**src/rtl/qtcb_pkg.sv**
```systemverilog
// ----------------------------------------------------------------------------
// qtcb_pkg
// Shared types and constants for the quadtree cell binning block.
// ----------------------------------------------------------------------------
package qtcb_pkg;

  localparam logic [1:0] OP_ADD   = 2'd0;
  localparam logic [1:0] OP_QUERY = 2'd1;
  localparam logic [1:0] OP_CLEAR = 2'd2;

  localparam logic [1:0] ST_OK      = 2'd0;
  localparam logic [1:0] ST_FULL    = 2'd1;
  localparam logic [1:0] ST_OUTSIDE = 2'd2;

  localparam logic [1:0] REG_ORIGIN_X = 2'd0;
  localparam logic [1:0] REG_ORIGIN_Y = 2'd1;
  localparam logic [1:0] REG_WIDTH    = 2'd2;
  localparam logic [1:0] REG_HEIGHT   = 2'd3;

  typedef struct packed {
    logic [1:0]         op;
    logic [15:0]        object_id;
    logic signed [23:0] pos_x;
    logic signed [23:0] pos_y;
    logic [22:0]        radius;
  } item_t;

  typedef struct packed {
    logic [15:0] found_id;
    logic        has_object;
    logic        last;
    logic [1:0]  status;
    logic [10:0] cells_touched;
  } result_t;

  // controller to datapath
  typedef struct packed {
    logic load;       // capture item, zero counters
    logic scan_step;  // evaluate one axis index of the span search
    logic cell_step;  // one cell of an add or one slot of a query
    logic clr_step;   // clear one fill entry
  } dp_cmd_t;

  // datapath to controller
  typedef struct packed {
    logic scan_done;
    logic cell_done;
    logic clr_done;
  } dp_stat_t;

endpackage

```
**src/rtl/qtcb_ctrl.sv**
```systemverilog
// ----------------------------------------------------------------------------
// qtcb_ctrl
// Sequencer for add, query and clear: span scan, cell walk, clear sweep.
// ----------------------------------------------------------------------------
module qtcb_ctrl (
  input  logic               clk,
  input  logic               rst,
  input  logic               start,
  input  logic [1:0]         op,
  input  qtcb_pkg::dp_stat_t stat,
  output qtcb_pkg::dp_cmd_t  cmd,
  output logic               busy
);

  typedef enum logic [2:0] {
    S_INIT, S_IDLE, S_SCAN, S_CELL, S_CLEAR, S_DRAIN
  } state_t;
  state_t state;

  logic go;
  always_comb begin
    go = start && !busy;
    cmd.load      = go;
    cmd.scan_step = (state == S_SCAN) && !stat.scan_done;
    cmd.cell_step = (state == S_CELL);
    cmd.clr_step  = (state == S_CLEAR) || (state == S_INIT);
  end

  // state and busy; reset starts with a sweep of the fill table
  always_ff @(posedge clk) begin
    if (rst) begin
      state <= S_INIT;
      busy  <= 1'b1;
    end else begin
      unique case (state)
        S_INIT: begin
          if (stat.clr_done) begin
            state <= S_IDLE;
            busy  <= 1'b0;
          end
        end
        S_IDLE: begin
          if (go) begin
            unique case (op) inside
              qtcb_pkg::OP_ADD, qtcb_pkg::OP_QUERY: begin
                state <= S_SCAN;
                busy  <= 1'b1;
              end
              qtcb_pkg::OP_CLEAR: begin
                state <= S_CLEAR;
                busy  <= 1'b1;
              end
              default: ;
            endcase
          end
        end
        S_SCAN:  if (stat.scan_done) state <= S_CELL;
        S_CELL:  if (stat.cell_done) state <= S_DRAIN;
        S_CLEAR: if (stat.clr_done) state <= S_DRAIN;
        S_DRAIN: begin
          state <= S_IDLE;
          busy  <= 1'b0;
        end
        default: state <= S_IDLE;
      endcase
    end
  end

endmodule

```
**config.mk**
```make
export PLATFORM = sky130hd
export DESIGN_NAME = qtcb_ctrl
export DESIGN_NICKNAME = d
export VERILOG_FILES = /design/src/rtl/qtcb_pkg.sv /design/src/rtl/qtcb_ctrl.sv
export SDC_FILE = /design/constraint.sdc
export NUM_CORES = 1
export LEC_CHECK = 0
export ABC_AREA = 1
export BUFFER_PORTS_ARGS = -buffer_cell sky130_fd_sc_hd__buf_4
export CORE_AREA = 2 2 39 41
export DETAILED_ROUTE_END_ITERATION = 7
export DIE_AREA = 0 0 41 43
export GPL_TIMING_DRIVEN = 1
export SETUP_SLACK_MARGIN = 0.4
export SLEW_MARGIN = 20
export SYNTH_ARGS = -nofsm -noshare
export SYNTH_HDL_FRONTEND = slang
export SYNTH_SLANG_ARGS = --single-unit
```
**constraint.sdc**
```tcl
create_clock -name clk -period 2.2 [get_ports clk]
set_input_delay 0.44 -clock clk [delete_from_list [all_inputs] [get_ports clk]]
set_output_delay 0.44 -clock clk [all_outputs]
set_load 0.1 [all_outputs]
```
# Word level (Yosys, flattened, before mapping)
# Index checks and enable logic that the tools add are counted.
[word_totals]
reg_bits = 4
[classes]
n_eq_ne = 14
mux = 11
n_reduce_logical = 12
[ops]
columns = ["op", "count"]
rows = [
  ["$mux W3", 5],
  ["$pmux W3 S5", 1],
  ["$ne A2 B2 Y1 const B", 6],
  ["$eq A3 B2 Y1 const B", 2],
  ["$eq A3 B3 Y1 const B", 2],
  ["$pmux W3 S2", 1],
  ["$reduce_and A6 Y1", 1],
  ["$reduce_and A4 Y1", 1],
  ["$eq A3 B1 Y1 const B", 1],
  ["$logic_not A3 Y1", 1],
  ["$mux W1", 3],
  ["$ne A3 B3 Y1 const B", 1],
  ["$pmux W1 S3", 1],
  ["$reduce_bool A3 Y1", 1],
  ["$reduce_or A3 Y1", 1],
  ["$eq A2 B1 Y1 const B", 1],
  ["$eq A2 B2 Y1 const B", 1],
  ["$logic_and A1 B1 Y1", 2],
  ["$logic_not A1 Y1", 2],
  ["$logic_not A2 Y1", 1],
  ["$reduce_or A2 Y1", 1],
  ["$logic_or A1 B1 Y1", 1],
]

# Longest topological paths before layout
[depth]
depth_word = 5
mapped_depth = 9
depth_no_buf = 9

# Worst setup path before layout
# Ideal clock, no wire load.
[synth_path]
kind = "flip-flop to flip-flop"
startpoint = "reg state[0]"
endpoint = "reg busy"
setup_ps = 127
arrival_time_ps = 1755
slack_ps = 318
stages_incl_launch_ff = 8
path_cell_list = "dfxtp_1 -> buf_6 -> nor2_2 -> nand3_1 -> nand2_2 -> inv_2 -> nand2_1 -> nand3_1"
[synth_via]
elab_chain_cells = 3
[synth_rtl]
columns = ["element", "line_no", "rtl"]
rows = [
  ["from (decl)", "qtcb_ctrl.sv:18", "state_t state;"],
  ["from (signal assigned)", "qtcb_ctrl.sv:32", "state <= S_INIT;"],
  ["from (signal assigned)", "qtcb_ctrl.sv:38", "state <= S_IDLE;"],
  ["from (signal assigned)", "qtcb_ctrl.sv:46", "state <= S_SCAN;"],
  ["$eq A3 B1 Y1, or another cell as far along", "qtcb_ctrl.sv:35", "unique case (state)"],
  ["$ne A2 B2 Y1 (no source line) / $reduce_bool A3 Y1 (equally long branches)", "--", ""],
  ["$reduce_and A4 Y1 (no source line)", "--", ""],
  ["to (signal assigned)", "qtcb_ctrl.sv:33", "busy <= 1'b1;"],
  ["to (signal assigned)", "qtcb_ctrl.sv:39", "busy <= 1'b0;"],
  ["to (signal assigned)", "qtcb_ctrl.sv:47", "busy <= 1'b1;"],
  ["to (decl)", "qtcb_ctrl.sv:12", "output logic busy"],
]
# Parallel ways exist; a longest one is shown, timed or not.
# A chain may end at the register's enable or synchronous reset.

==> summary.md <==
| Metric | Value |
|---|---|
| Ant. Diodes | 0 |
| Cell taking the most area after synthesis | dfxtp_1 |
| Reg2reg setup slack | 980 ps |
| Core area | 1380 um^2 |
| Clk_skew | 1.38 ps |
| DR vias/cell | 4.20 |
| Seq/Total Area, Yosys | 24.1% |
| Max frequency | 0.588 GHz |
| Worst setup EP type | output pin |
| Root Driver | clkbuf_4 |
| Worst R2R Path Depth | 8 |
| CTS buffer count | 3 |
| Hold-critical path depth | 3 |
| CP startpoint kind | flip-flop |
| Worst-path fanout max | 5 |
| Largest net degree at the start of global routing | 10 |
| Final WL | 640 um |
| Sinks on Clock Net | 4 |
| Clock Latency Late Sink | 230 ps |
| Cell Area, Synth | 333 um^2 |
| Layout cells sized above 1 | 29.7% |
| Min-delay worst type | in2reg |
| Ports | 13 |
| Die Span Y | 43 um |
| Initial core utilization | 24.1% |
| Die area | 1760 um^2 |
| Class of the most critical setup path | reg2out |
| DRT Pass-1 Iters | 1 |
| H-tree levels | 1 |
| Yosys cell types | 13 |
| Global-route congestion overflow total | 0 |
| Hold_sp | rst |
| First-pass GRT wire length | 1160 um |
| Final Cycle Share | 77.3% |
| Gpl congestion | 0.706 |
| Syn_area_per_cell | 5.46 um^2 |
| Nets | 84 |
| R2R Path End | state[0] |
| Row count | 14 |
| DRT iter0 DRCs | 0 |
| Clock Tree Buf Depth | 2 |
| DPL Wire Length | 560 um |
| Synth Register Bits | 4 |
| Run status | finished clean |
| Relative slew slack | 78.5% |
| Post-synthesis cell count | 61 |
| Required @ worst endpoint | 1760 ps |
| Most frequent cells in the layout | nand2_1, inv_1, buf_4, nor2_1, nand3_1 |
| Gr usage total | 9.83% |
| RSZ-0062 raised after global routing | false |
| Max cap viols | 0 |
| Share of the synthesized area in the top cell type | 24.1% |
| Die width | 41 um |
| Setup-failing EPs final | 0 |
| Synth warn | 0 |
| Arr. time, crit path | 1260 ps |
| CTS tree | yes |
| Number of buffers added on ports | 12 |
| Avg WL per Cell | 7.11 um |
| WHS Endpoint | busy |
| Syn_nets | 69 |
| Tmin final | 1700 ps |
| Initial antenna violation count | 0 |
| Worst-path clk slew | 30 ps |
| Hold violation count in the final report | 0 |
| Antenna Nets Post-Route | 0 |
| Area delta synth->final | 40.2% |
| R2R Path Start | state[0] |
| Slew Limit Fails | 0 |
| Total Neg Setup Slack | 0 ps |
| Vias | 378 |
| Number of remaining DRC errors | 0 |
| Synth top area cells | dfxtp_1, nand3_1, inv_1 |
| Vias in the first global route | 326 |
| Hold-fix buffers, CTS | 0 |
| Slew @ Worst Pin | 322 ps |
[timing repair]
action,CTS,global route
resized for setup,1,3
setup buffers,0,0
pin swaps,0,0
endpoints found under the setup margin,1,2
cloned,0,0
endpoints found under the hold margin,0,0
[worst max path at each step]
stage,endpoint,from,depth (start not counted)
3_5_place_dp,cmd[2],state[1],5
2_1_floorplan,cmd[3],busy,2
5_1_grt,cmd[1],state[1],5
3_3_place_gp,cmd[2],state[1],5
4_1_cts,cmd[2],state[1],5
6_report,cmd[1],state[1],5
[state kept, by name (all words and copies together) (netlist names)]
signal	flops
busy	1
state	3
[layout make-up]
cell class,instances,area (um^2)
Clock buffer,3,22.5
Tap cell,16,20.0
Fill cell,167,917
Inverter,14,52.6
Sequential cell,4,80.1
Multi-Input combinational cell,41,189
Timing Repair Buffer,12,103
[worst max-delay path: stages (launching register included)]
cell and delay (ps):
dfxtp_1 390, inv_2 80, nor2_2 130, nand2_1 80
inv_1 60, buf_4 280
[per-layer routing]
layer / GRT usage, % / part of all wire (%) / vias up / routed length [um]
met1: 10.9 / 40 / 164 / 253
met4: 8.00 / 0 / 0 / 0
met3: 3.14 / 4.8 / 0 / 31
met5: 0 / 0 / - / 0
met2: 14.4 / 55 / 4 / 355
li1: - / - / 210 / -
[cell usage after synthesis]
cell      n
inv_1    12
nand2_1  12
nor2_1   11
nand3_1  10
dfxtp_1   4
nor2_2    3
inv_2     2
o21ai_0   2
a21oi_1   1
buf_4     1
buf_6     1
nand2_2   1
nor3_1    1
[cell families after synthesis]
kind of cell | count (synthesis) | synth area share [%]
flip-flops | 4 | 24.1
buffers and inverters | 16 | 21.4
AND/OR/NAND/NOR | 38 | 50.0
AO/OA/AOI/OAI | 3 | 4.51
[stage by stage]
step           std cells  util, %  setup WS, ps  hold WS, ps  area, um^2
4_1_cts               90     32.9           443          449         455
5_1_grt               90     33.7           403          485         467
3_3_place_gp          87     31.0           679          515         429
2_1_floorplan         61        -           435          521         338
3_5_place_dp          87     31.0           642          516         429
6_report              90     33.7           500          457         467
Power is left out: the tool's default activity adds up to more than one toggle a clock period on the data nets, which glitch-free logic cannot reach.
